`config.mk`:
```
export PLATFORM = sky130hd
export DESIGN_NAME = bounded_random_xoshiro128p_top
export DESIGN_NICKNAME = d
export VERILOG_FILES = /design/src/design/brx_pkg.sv /design/src/design/brx_front.sv /design/src/design/brx_mod.sv /design/src/design/brx_back.sv /design/src/design/bounded_random_xoshiro128p_top.sv
export SDC_FILE = /design/constraint.sdc
export NUM_CORES = 2
export LEC_CHECK = 0
export BUFFER_PORTS_ARGS = -buffer_cell sky130_fd_sc_hd__buf_2
export CAP_MARGIN = 15
export CELL_PAD_IN_SITES_DETAIL_PLACEMENT = 1
export CELL_PAD_IN_SITES_GLOBAL_PLACEMENT = 1
export CORE_MARGIN = 1.5
export CORE_UTILIZATION = 45
export DETAILED_ROUTE_END_ITERATION = 8
export GPL_TIMING_DRIVEN = 0
export PLACE_DENSITY_LB_ADDON = 0.1
export RECOVER_POWER = 25
export SLEW_MARGIN = 20
export SYNTH_ARGS = -nofsm -noshare
export SYNTH_HDL_FRONTEND = slang
export SYNTH_SLANG_ARGS = --single-unit
```
`constraint.sdc`:
```
create_clock -name clk -period 17.3 [get_ports clk]
set_input_delay 3.46 -clock clk [delete_from_list [all_inputs] [get_ports clk]]
set_output_delay 3.46 -clock clk [all_outputs]
set_load 0.03 [all_outputs]
```
`src/design/brx_pkg.sv`:
```
`timescale 1ns / 1ps

package brx_pkg;

    localparam int WORD_W    = 32;
    localparam int SEED_W    = 64;
    localparam int NUM_WORDS = 4;
    localparam int IDX_W     = $clog2(NUM_WORDS);
    localparam int ROT_K     = 11;
    localparam int SHL_K     = 9;

    localparam logic [SEED_W-1:0] SEED_RESET = 64'd1;
    localparam logic [SEED_W-1:0] SM_GAMMA   = 64'h9E37_79B9_7F4A_7C15;
    localparam logic [SEED_W-1:0] SM_MUL_A   = 64'hBF58_476D_1CE4_E5B9;
    localparam logic [SEED_W-1:0] SM_MUL_B   = 64'h94D0_49BB_1331_11EB;

    // Item handed from the front queue to the back end.
    typedef struct packed {
        logic              valid;
        logic [WORD_W-1:0] bound;
    } item_t;

    // Remainder unit handshake.
    typedef struct packed {
        logic              start;
        logic [WORD_W-1:0] dividend;
        logic [WORD_W-1:0] divisor;
    } div_req_t;

    typedef struct packed {
        logic              done;
        logic [WORD_W-1:0] rem;
    } div_rsp_t;

endpackage

```
`src/design/brx_front.sv`:
```
`timescale 1ns / 1ps

module brx_front
(
    input  logic                           clk,
    input  logic                           rst_n,
    input  logic                           push,
    output logic                           full,
    input  logic [brx_pkg::WORD_W-1:0]     bound,
    output brx_pkg::item_t                 head,
    input  logic                           take
);

    logic [brx_pkg::WORD_W-1:0] slot_reg [2];
    logic                       wr_ptr_reg;
    logic                       wr_ptr_next;
    logic                       rd_ptr_reg;
    logic                       rd_ptr_next;
    logic [1:0]                 cnt_reg;
    logic [1:0]                 cnt_next;
    logic                       do_push;
    logic                       do_take;

    assign full    = (cnt_reg == 2'd2);
    assign do_push = push && !full;
    assign do_take = take && (cnt_reg != 2'd0);

    assign head.valid = (cnt_reg != 2'd0);
    assign head.bound = slot_reg[rd_ptr_reg];

    always_comb
    begin
        wr_ptr_next = wr_ptr_reg ^ do_push;
        rd_ptr_next = rd_ptr_reg ^ do_take;
        cnt_next    = cnt_reg + {1'b0, do_push} - {1'b0, do_take};
    end

    always_ff @(posedge clk or negedge rst_n)
    begin
        if (!rst_n)
        begin
            wr_ptr_reg <= 1'b0;
            rd_ptr_reg <= 1'b0;
            cnt_reg    <= 2'd0;
        end
        else
        begin
            wr_ptr_reg <= wr_ptr_next;
            rd_ptr_reg <= rd_ptr_next;
            cnt_reg    <= cnt_next;
        end
    end

    // Store payload; no reset needed.
    always_ff @(posedge clk)
    begin
        if (do_push)
        begin
            slot_reg[wr_ptr_reg] <= bound;
        end
    end

endmodule

```
`src/design/brx_mod.sv`:
```
`timescale 1ns / 1ps

// Restoring remainder, one quotient bit per cycle.
module brx_mod
(
    input  logic              clk,
    input  logic              rst_n,
    input  brx_pkg::div_req_t req,
    output brx_pkg::div_rsp_t rsp
);

    localparam int CNT_W = $clog2(brx_pkg::WORD_W);

    logic                         busy_reg;
    logic                         busy_next;
    logic                         done_reg;
    logic                         done_next;
    logic [CNT_W-1:0]             cnt_reg;
    logic [CNT_W-1:0]             cnt_next;
    logic [brx_pkg::WORD_W-1:0]   rem_reg;
    logic [brx_pkg::WORD_W-1:0]   rem_next;
    logic [brx_pkg::WORD_W-1:0]   dvd_reg;
    logic [brx_pkg::WORD_W-1:0]   dvd_next;
    logic [brx_pkg::WORD_W-1:0]   dsr_reg;
    logic [brx_pkg::WORD_W-1:0]   dsr_next;
    logic [brx_pkg::WORD_W:0]     trial;
    logic [brx_pkg::WORD_W:0]     diff;

    assign rsp.done = done_reg;
    assign rsp.rem  = rem_reg;

    always_comb
    begin
        trial     = {rem_reg, dvd_reg[brx_pkg::WORD_W-1]};
        diff      = trial - {1'b0, dsr_reg};
        busy_next = busy_reg;
        done_next = 1'b0;
        cnt_next  = cnt_reg;
        rem_next  = rem_reg;
        dvd_next  = dvd_reg;
        dsr_next  = dsr_reg;
        if (req.start)
        begin
            busy_next = 1'b1;
            cnt_next  = '0;
            rem_next  = '0;
            dvd_next  = req.dividend;
            dsr_next  = req.divisor;
        end
        else if (busy_reg)
        begin
            // Subtract when the partial remainder covers the divisor.
            rem_next = diff[brx_pkg::WORD_W] ? trial[brx_pkg::WORD_W-1:0]
                                             : diff[brx_pkg::WORD_W-1:0];
            dvd_next = {dvd_reg[brx_pkg::WORD_W-2:0], 1'b0};
            cnt_next = cnt_reg + 1'b1;
            if (cnt_reg == CNT_W'(brx_pkg::WORD_W - 1))
            begin
                busy_next = 1'b0;
                done_next = 1'b1;
            end
        end
    end

    always_ff @(posedge clk or negedge rst_n)
    begin
        if (!rst_n)
        begin
            busy_reg <= 1'b0;
            done_reg <= 1'b0;
            cnt_reg  <= '0;
        end
        else
        begin
            busy_reg <= busy_next;
            done_reg <= done_next;
            cnt_reg  <= cnt_next;
        end
    end

    always_ff @(posedge clk)
    begin
        rem_reg <= rem_next;
        dvd_reg <= dvd_next;
        dsr_reg <= dsr_next;
    end

endmodule

```
`src/design/brx_back.sv`:
```
`timescale 1ns / 1ps

module brx_back
(
    input  logic                          clk,
    input  logic                          rst_n,
    input  logic                          seed_we,
    input  logic [brx_pkg::SEED_W-1:0]    seed_data,
    input  brx_pkg::item_t                head,
    output logic                          take,
    output brx_pkg::div_req_t             div_req,
    input  brx_pkg::div_rsp_t             div_rsp,
    output logic                          empty,
    input  logic                          pop,
    output logic [brx_pkg::WORD_W-1:0]    value
);

    localparam int W  = brx_pkg::WORD_W;
    localparam int SW = brx_pkg::SEED_W;

    typedef enum logic [3:0] {
        S_SM_ADD,
        S_MUL0,
        S_MUL1,
        S_MUL2,
        S_MUL3,
        S_IDLE,
        S_DRAW,
        S_MUL,
        S_CHECK,
        S_MOD,
        S_DONE
    } state_t;

    state_t                      state_reg;
    state_t                      state_next;
    logic [W-1:0]                word_reg [brx_pkg::NUM_WORDS];
    logic [W-1:0]                word_next [brx_pkg::NUM_WORDS];
    logic [brx_pkg::IDX_W-1:0]   idx_reg;
    logic [brx_pkg::IDX_W-1:0]   idx_next;
    logic                        sel_reg;
    logic                        sel_next;
    logic [SW-1:0]               st_reg;
    logic [SW-1:0]               st_next;
    logic [SW-1:0]               z_reg;
    logic [SW-1:0]               z_next;
    logic [SW-1:0]               acc_reg;
    logic [SW-1:0]               acc_next;
    logic [2*W-1:0]              prod_reg;
    logic [2*W-1:0]              prod_next;
    logic [W-1:0]                raw_reg;
    logic [W-1:0]                raw_next;
    logic [W-1:0]                bound_reg;
    logic [W-1:0]                bound_next;
    logic [W-1:0]                thr_reg;
    logic [W-1:0]                thr_next;
    logic                        thr_ok_reg;
    logic                        thr_ok_next;
    logic                        out_valid_reg;
    logic                        out_valid_next;
    logic [W-1:0]                out_value_reg;
    logic [W-1:0]                out_value_next;
    logic                        start_reg;
    logic                        start_next;

    logic [W-1:0]                mul_a;
    logic [W-1:0]                mul_b;
    logic [SW-1:0]               sm_const;
    logic [SW-1:0]               sm_sum;
    logic [SW-1:0]               mul_res;
    logic [W-1:0]                shl_t;
    logic [W-1:0]                x0;
    logic [W-1:0]                x1;
    logic [W-1:0]                x2;
    logic [W-1:0]                x3;
    logic                        state_zero;
    logic [W-1:0]                low;

    assign empty = !out_valid_reg;
    assign value = out_value_reg;
    assign take  = (state_reg == S_IDLE) && head.valid;

    assign div_req.start    = start_reg;
    assign div_req.dividend = W'(0) - bound_reg;
    assign div_req.divisor  = bound_reg;

    assign sm_const   = sel_reg ? brx_pkg::SM_MUL_B : brx_pkg::SM_MUL_A;
    assign sm_sum     = st_reg + brx_pkg::SM_GAMMA;
    assign mul_res    = {acc_reg[SW-1:W] + prod_reg[W-1:0], acc_reg[W-1:0]};
    assign low        = prod_reg[W-1:0];
    assign state_zero = (word_reg[0] | word_reg[1] | word_reg[2] | word_reg[3]) == '0;

    // One shared 32x32 multiplier; operands follow the state.
    always_comb
    begin
        unique case (state_reg)
            S_MUL0:  begin mul_a = z_reg[W-1:0];  mul_b = sm_const[W-1:0];  end
            S_MUL1:  begin mul_a = z_reg[W-1:0];  mul_b = sm_const[SW-1:W]; end
            S_MUL2:  begin mul_a = z_reg[SW-1:W]; mul_b = sm_const[W-1:0];  end
            S_MUL:   begin mul_a = raw_reg;       mul_b = bound_reg;        end
            default: begin mul_a = '0;            mul_b = '0;               end
        endcase
    end

    // Hold the product outside the multiply states; the check and the
    // result register read it later.
    assign prod_next = (state_reg inside {S_MUL0, S_MUL1, S_MUL2, S_MUL})
                       ? mul_a * mul_b : prod_reg;

    // Generator step.
    always_comb
    begin
        shl_t = word_reg[1] << brx_pkg::SHL_K;
        x2    = word_reg[2] ^ word_reg[0];
        x3    = word_reg[3] ^ word_reg[1];
        x1    = word_reg[1] ^ x2;
        x0    = word_reg[0] ^ x3;
        x2    = x2 ^ shl_t;
        x3    = {x3[W-1-brx_pkg::ROT_K:0], x3[W-1:W-brx_pkg::ROT_K]};
    end

    always_comb
    begin
        state_next     = state_reg;
        word_next      = word_reg;
        idx_next       = idx_reg;
        sel_next       = sel_reg;
        st_next        = st_reg;
        z_next         = z_reg;
        acc_next       = acc_reg;
        raw_next       = raw_reg;
        bound_next     = bound_reg;
        thr_next       = thr_reg;
        thr_ok_next    = thr_ok_reg;
        out_value_next = out_value_reg;
        out_valid_next = out_valid_reg && !pop;
        start_next     = 1'b0;

        unique case (state_reg)
            S_SM_ADD:
            begin
                st_next    = sm_sum;
                z_next     = sm_sum ^ (sm_sum >> 30);
                state_next = S_MUL0;
            end
            S_MUL0:
            begin
                state_next = S_MUL1;
            end
            S_MUL1:
            begin
                acc_next   = prod_reg;
                state_next = S_MUL2;
            end
            S_MUL2:
            begin
                acc_next[SW-1:W] = acc_reg[SW-1:W] + prod_reg[W-1:0];
                state_next       = S_MUL3;
            end
            S_MUL3:
            begin
                if (!sel_reg)
                begin
                    z_next     = mul_res ^ (mul_res >> 27);
                    sel_next   = 1'b1;
                    state_next = S_MUL0;
                end
                else
                begin
                    word_next[idx_reg] = mul_res[W-1:0] ^ mul_res[W+30:31];
                    sel_next           = 1'b0;
                    idx_next           = idx_reg + 1'b1;
                    state_next = (idx_reg == brx_pkg::IDX_W'(brx_pkg::NUM_WORDS - 1))
                                 ? S_IDLE : S_SM_ADD;
                end
            end
            S_IDLE:
            begin
                if (head.valid)
                begin
                    bound_next  = head.bound;
                    thr_ok_next = 1'b0;
                    state_next  = S_DRAW;
                end
            end
            S_DRAW:
            begin
                raw_next     = word_reg[0] + word_reg[3];
                word_next[0] = x0;
                word_next[1] = x1;
                word_next[2] = x2;
                word_next[3] = x3;
                state_next   = S_MUL;
            end
            S_MUL:
            begin
                state_next = S_CHECK;
            end
            S_CHECK:
            begin
                if (!thr_ok_reg)
                begin
                    if (low < bound_reg)
                    begin
                        start_next = 1'b1;
                        state_next = S_MOD;
                    end
                    else
                    begin
                        state_next = S_DONE;
                    end
                end
                else if ((low < thr_reg) && !state_zero)
                begin
                    state_next = S_DRAW;
                end
                else
                begin
                    state_next = S_DONE;
                end
            end
            S_MOD:
            begin
                if (div_rsp.done)
                begin
                    thr_next    = div_rsp.rem;
                    thr_ok_next = 1'b1;
                    state_next  = S_CHECK;
                end
            end
            S_DONE:
            begin
                if (!out_valid_reg || pop)
                begin
                    out_value_next = prod_reg[2*W-1:W];
                    out_valid_next = 1'b1;
                    state_next     = S_IDLE;
                end
            end
            default:
            begin
                state_next = S_IDLE;
            end
        endcase

        // Reseed restarts the expansion.
        if (seed_we)
        begin
            st_next    = seed_data;
            idx_next   = '0;
            sel_next   = 1'b0;
            state_next = S_SM_ADD;
        end
    end

    always_ff @(posedge clk or negedge rst_n)
    begin
        if (!rst_n)
        begin
            state_reg     <= S_SM_ADD;
            idx_reg       <= '0;
            sel_reg       <= 1'b0;
            st_reg        <= brx_pkg::SEED_RESET;
            thr_ok_reg    <= 1'b0;
            out_valid_reg <= 1'b0;
            start_reg     <= 1'b0;
            for (int i = 0; i < brx_pkg::NUM_WORDS; i++)
            begin
                word_reg[i] <= '0;
            end
        end
        else
        begin
            state_reg     <= state_next;
            idx_reg       <= idx_next;
            sel_reg       <= sel_next;
            st_reg        <= st_next;
            thr_ok_reg    <= thr_ok_next;
            out_valid_reg <= out_valid_next;
            start_reg     <= start_next;
            word_reg      <= word_next;
        end
    end

    always_ff @(posedge clk)
    begin
        z_reg         <= z_next;
        acc_reg       <= acc_next;
        prod_reg      <= prod_next;
        raw_reg       <= raw_next;
        bound_reg     <= bound_next;
        thr_reg       <= thr_next;
        out_value_reg <= out_value_next;
    end

endmodule

```
`src/design/bounded_random_xoshiro128p_top.sv`:
```
`timescale 1ns / 1ps

// Bounded uniform random source: each item pushed carries a 32-bit bound and
// yields one item with a value uniform in [0, bound); a bound of zero yields 0.
// Input channel: push/full with bound. Result channel: empty/pop with value;
// the oldest result sits on value while empty is low.
// Seed port: seed_we/seed_data writes the 64-bit seed and restarts the
// expansion of the four generator words; write it only while the block idles.
// Each item runs draw, multiply and compare; when the first product's low
// word is not below the bound, the result goes to the result register;
// otherwise the bit-serial remainder unit (32 steps) forms the rejection
// threshold, and each redraw repeats draw, multiply and compare.
// The threshold is computed at most once per item. Items are worked one at
// a time: the back end takes no new item until it has handed the last one
// to the result register.
// Reset, and each seed write, runs the seed expansion of the four generator
// words on the shared 32x32 multiplier; items pushed meanwhile queue up and
// start once it finishes.
// A two-entry input queue decouples the pusher from the back end, and a
// one-entry result register decouples the back end from the popper: when
// the result is not popped, the back end finishes the next item and holds it
// until the register frees; full rises once both input entries are taken.
module bounded_random_xoshiro128p_top
(
    input  logic                          clk,
    input  logic                          rst_n,
    input  logic                          push,
    output logic                          full,
    input  logic [brx_pkg::WORD_W-1:0]    bound,
    output logic                          empty,
    input  logic                          pop,
    output logic [brx_pkg::WORD_W-1:0]    value,
    input  logic                          seed_we,
    input  logic [brx_pkg::SEED_W-1:0]    seed_data
);

    brx_pkg::item_t    head;
    logic              take;
    brx_pkg::div_req_t div_req;
    brx_pkg::div_rsp_t div_rsp;

    // Front: queue incoming bounds.
    brx_front u_front
    (
        .clk   (clk),
        .rst_n (rst_n),
        .push  (push),
        .full  (full),
        .bound (bound),
        .head  (head),
        .take  (take)
    );

    // Threshold remainder, shared by every item.
    brx_mod u_mod
    (
        .clk   (clk),
        .rst_n (rst_n),
        .req   (div_req),
        .rsp   (div_rsp)
    );

    // Back: generator, multiply, rejection and result register.
    brx_back u_back
    (
        .clk       (clk),
        .rst_n     (rst_n),
        .seed_we   (seed_we),
        .seed_data (seed_data),
        .head      (head),
        .take      (take),
        .div_req   (div_req),
        .div_rsp   (div_rsp),
        .empty     (empty),
        .pop       (pop),
        .value     (value)
    );

endmodule

```
# --- Yosys cells after proc, flatten, opt, wreduce, memory -nomap -nowiden ---
# Memories as Yosys holds them, arrays and structs flattened. A register that Yosys moved wholly into a read port is not among the register bits.
# Cells that the tools add are included.
totals:
  register_bits: 597
  in_bits: 101
  n_memories: 1
  output_inout_bits: 34
  wordCells: 159
  mem_bits_rw: 64
classes:
  n_mux: 50
  n_eq_ne: 20
  multipliers: 1
  n_reduce_logical: 33
  n_bitwise: 14
  n_addsub: 9
  magnitude_cmp: 4
mem_list:
  columns: ["name", "depth", "width", "read_ports", "rd_clocked_by_memory_dff", "wr", "line_no", "source"]
  rows:
  - ["u_front.slot_reg", 2, 32, 1, 1, 1, "brx_front.sv:14", "logic [brx_pkg::WORD_W-1:0] slot_reg [2];"]
ops:
  columns: ["operator", "n"]
  rows:
  - ["case mux 128 bit (2 select lines)", 1]
  - ["2-to-1 mux 64 bit", 3]
  - ["case mux 32 bit (3 select lines)", 2]
  - ["bitwise XOR 32 bit", 6]
  - ["bitwise mux 128 bit", 1]
  - ["2-to-1 mux 128 bit", 1]
  - ["2-to-1 mux 32 bit", 4]
  - ["case mux 64 bit (2 select lines)", 1]
  - ["bitwise OR 32 bit", 3]
  - ["adder 32 bit", 2]
  - ["adder 64 bit (second input constant)", 1]
  - ["demux 32 bit (select 2 bit)", 1]
  - ["less-than comparator 32 bit", 2]
  - ["multiplier 32 x 32 -> 64 bit", 1]
  - ["case mux 32 bit (2 select lines)", 1]
  - ["bitwise XOR 64 x 34 -> 64 bit", 1]
  - ["bitwise XOR 64 x 37 -> 64 bit", 1]
  - ["2-to-1 mux 62 bit", 1]
  - ["case mux 4 bit (11 select lines)", 1]
  - ["subtractor 33 x 32 -> 33 bit", 1]
  - ["zero test 32 bit", 1]
  - ["subtractor 1 x 32 -> 32 bit (first input constant)", 1]
  - ["2-to-1 mux 4 bit", 7]
  - ["2-to-1 mux 1 bit", 18]
  - ["31 further kinds", 69]

# --- Depth between registers and ports, before layout ---
logic_depth:
  ltp_word: 10
  depth_mapped: 37
  mapped_depth_nobuf: 32

# --- Hierarchy ---
# A second synthesis with hierarchy kept.
unflattened:
  hier_cells: 7378
  hier_area_um2: 70657.8
modules_own_cells:
  columns: ["module", "seq_area_each_um2", "cells_each", "n_inst", "area_per_inst_um2"]
  rows:
  - ["brx_back", 14665.3, 6668, 1, 61933.1]
  - ["brx_mod", 2737.6, 590, 1, 6040.8]
  - ["brx_front", 2021.9, 120, 1, 2683.8]

# --- Worst setup path before layout ---
# Ideal clock, no wire load.
synth_timing:
  path_kind: "reg-to-reg"
  startpoint: "reg u_back.state_reg[2]"
  endpoint: "reg u_back.prod_reg[61], data pin"
  required_ns: 17.035
  setup_slack_ns: 6.465
  setup_time_ns: 0.265
  arrival_ns: 10.570
  n_path_buf: 4
  path_stages_with_launch: 30
  synth_period_minus_slack_ns: 10.835
  cell_sequence: "dfrtp_1 > clkbuf_1 > clkbuf_1 > nor3_1 > a22oi_1 > clkbuf_1 > nor2_1 > fa_1 > inv_1 > fa_1 > fa_1 > fa_1 > inv_1 > fa_1 > fa_1 > fa_1 > fa_1 > ha_1 > clkbuf_1 > nand3_1 > nor4_1 > nand2_1 > a211oi_1 > o31ai_1 > a31oi_1 > a21o_1 > and2_1 > a21oi_1 > o21ai_0 > xor2_1"
synth_between:
  elab_chain_len: 4
  elab_cells_between_ends: 9
  classes_between: "mul (1); eq/ne (4); mux (2); reduce/logical (2)"
synth_lines:
  columns: ["element", "line_no", "source"]
  rows:
  - ["start, declared", "brx_back.sv:35", "state_t state_reg;"]
  - ["start signal, assigned", "brx_back.sv:274", "state_reg <= state_next;"]
  - ["== test 4 x 2 -> 1 bit or == test 4 x 1 -> 1 bit (tied branches)", "brx_back.sv:96", "unique case (state_reg)"]
  - ["OR reduction 2 bit (no line)", null, null]
  - ["case mux 32 bit (3 select lines)", "brx_back.sv:96", null]
  - ["multiplier 32 x 32 -> 64 bit (*)", "brx_back.sv:108", "? mul_a * mul_b : prod_reg;"]
  - ["end signal, assigned", "brx_back.sv:289", "prod_reg <= prod_next;"]
  - ["end, declared", "brx_back.sv:49", "logic [2*W-1:0] prod_reg;"]
# Every way passes the cells marked *; elsewhere a longest branch is shown, timed or not.
# A chain may end at the register's enable or synchronous reset.

# --- Worst setup path in the final report ---
layout_timing:
  startpoint: "reg u_back.state_reg[3]"
  endpoint: "reg u_back.prod_reg[51], data pin"
# The elaborated chain is that of the path after synthesis.

==> metrics.txt <==
FF-to-FF path depth 34; post-place setup slack 3850 ps; crit end category flop; die area 158000 sq um; Initial Util 0.455; antenna violations before repair 16; CTS Hold Bufs 0; Synth Instances 7432; clk_skew 35.3 ps; DRC 0; Commonest cells post-synth 1023 x nand2_1, 1015 x inv_1, 899 x fa_1; Area Overhead vs Synth 9.16%; proportion of layout cells with a drive suffix above 1 0.0556; Placed Cells incl. Taps 9648; DIE WIDTH 398 um; reg2reg end u_back.prod_reg[51]; Syn Area/Cell 9.44 sq um; flip-flop count of the largest register after layout 105; Mapped Nets 8863; Vias per Instance 5.87; non-filler cells, final 9788; pwr dens 220 nW/um^2; gp weighted congestion 1.04; GR Overflow Total 0; Routed WL 301000 um; Achievable Freq 74.1 MHz; reg2reg start u_back.state_reg[3]; Post-synth top flop edfxtp_1; first-pass GRT wire length 433000 um; DR pass1 iterations 6; actual slew at the worst max-slew pin 2080 ps; Post-CTS Setup Inserts 0; vias in the first global route 60.7k; Via Count 57.4k; Hold Crit Depth 0; crit-path max FO 10; CTS sink cnt 693; die height 398 um; Setup WS post-layout 3810 ps; final period utilization 0.780; Reg2Reg Setup Slack 3810 ps; # IOs 135; RSZ-0062 raised after global routing no; final setup TNS 0 ps; Synth warnings 0; total CTS buffers 73; CP max-delay cell xor2_1; 1st-iter DRT viols 5407; peak supply drop 0.222 mV; Hold Path Class flop to flop; Max Cap Viol 2; crit-path most repeated cell fa_1; CTS tree yes; Layout Nets 9110; most frequent cell after synthesis nand2_1; cell taking the most area after synthesis fa_1; Worst path max stage delay 850 ps; post-synthesis sequential area ratio 0.277; post-synth top area share 0.256; slew margin rel. -0.394; crit path time final 13490 ps; synthesized cell area 70200 sq um; port buffer count 133; CP Capture Point u_back.prod_reg[51]; Hold Fails Final Rpt 0; failing checks capacitance limit, slew limit; Max Slew Vio Count 30; final setup vio count 0; CTS Buffer Depth 3; WL/cell 30.8 um; Yosys reg bits 693; Pleak 34.4 nW; largest net degree at the start of global routing 88; ANT nets after route 0; critical path class flop to flop; WP data required 17610 ps; Netlist cell types 93; GRT Total Usage 0.384; row count 144; ys async rst share 0.307; crit path launch u_back.state_reg[3]; H-tree depth 3; Skew-Pair Late Insertion Delay 680 ps; clock slew at reported path FFs 60 ps; cts repair resizes 0; status finished with violations; Post-synth EDFFs 448; DP HPWL 249000 um; Area contributors post-synth fa_1 26%, edfxtp_1 19%, ha_1 7.7%; crit path launch type flop; core area 154000 sq um; Root Driver clkbuf_16; WP data arrival 13800 ps
[routing by layer]
| metal | routed length, um | vias up | track usage | part of all wire |
|---|---|---|---|---|
| li1 | - | 24440 | - | - |
| met1 | 120000 | 29900 | 0.497 | 0.40 |
| met2 | 137000 | 2421 | 0.612 | 0.46 |
| met3 | 24400 | 677 | 0.0716 | 0.081 |
| met4 | 19100 | 6 | 0.204 | 0.063 |
| met5 | 28 | - | 0.000303 | 0.000093 |
[how the worst min path moves through the flow]
stage	slack (ps)	end	from
after floorplan	420	u_mod.dsr_reg[27]	u_back.bound_reg[27]
after global placement	470	u_back.value[1]	u_back.prod_reg[33]
after detailed placement	450	u_back.value[25]	u_back.prod_reg[57]
after CTS	480	u_back.value[25]	u_back.prod_reg[57]
after global routing	490	u_back.value[25]	u_back.prod_reg[57]
final	500	u_back.value[25]	u_back.prod_reg[57]
[power breakdown]
part / total [W] / leakage (nW) / switching [W] / internal, W
logic: 0.0123 / 26.0 / 0.00823 / 0.00412
registers: 0.00292 / 7.25 / 0.000457 / 0.00246
clock network: 0.00163 / 1.15 / 0.000729 / 0.000900
total: 0.0169 / 34.4 / 0.00942 / 0.00748
[layout by cell type, fill, tap and decap left out, types with 23 or more instances in the layout]
cell / instances
a22oi_1: 33
xnor2_1: 336
o21ai_0: 273
buf_2: 135
a211oi_1: 49
nor2b_1: 41
clkbuf_1: 344
and3_1: 40
nand2_1: 1023
a31oi_1: 24
edfxtp_1: 448
a21o_1: 141
dfrtp_1: 212
a21oi_1: 314
ha_1: 429
nand2b_1: 39
mux2_2: 60
nor4_1: 49
inv_1: 1015
and2_1: 52
a221oi_1: 41
fa_1: 899
dfxtp_1: 32
nand4_1: 37
xor2_1: 178
nor3_1: 63
clkbuf_16: 74
buf_1: 23
nand3_1: 61
nor2_1: 876
o21a_1: 23
[cell families (layout without fill, tap and decap cells)]
group,count (synthesis),count (layout),share of synthesized area
simple gates,2341,2341,0.140
buf+inv,1375,1682,0.0737
fa+ha+maj,1330,1330,0.333
compound gates,1083,1083,0.0972
flops,693,693,0.277
xor+xnor,524,524,0.0657
mux,86,86,0.0134
other cells,0,5,0
[final cells by class]
class,count,area (sq um)
Buffer,359,1380
Multi-Input combinational cell,5364,45800
Antenna cell,5,12.5
Sequential cell,693,19400
Fill cell,17649,77800
Clock inverter,36,374
Tap cell,2044,2560
Inverter,1016,3810
Clock buffer,99,2020
Timing Repair Buffer,172,1260
[worst max-delay path, delay by kind of cell, from the launching register on]
family,cells,cell delay (ps)
xor gates and xnor gates,1,850
buffers and inverters,10,2930
adders and majority gates,9,4450
AOI/OAI and AO/OA,6,2040
and+or+nand+nor,8,2450
DFF,1,370
[stage by stage]
| step | utilization | hold WS [ps] | area, sq um | power [W] |
|---|---|---|---|---|
| floorplan | - | 424 | 70200 | 0.00991 |
| detailed placement | 0.481 | 451 | 74300 | 0.0148 |
| finish | 0.496 | 496 | 76600 | 0.0169 |
| global placement | 0.475 | 468 | 73400 | 0.0147 |
| global route | 0.496 | 494 | 76600 | 0.0178 |
| CTS | 0.497 | 477 | 76700 | 0.0166 |
Power figures use the tool's default switching activity.
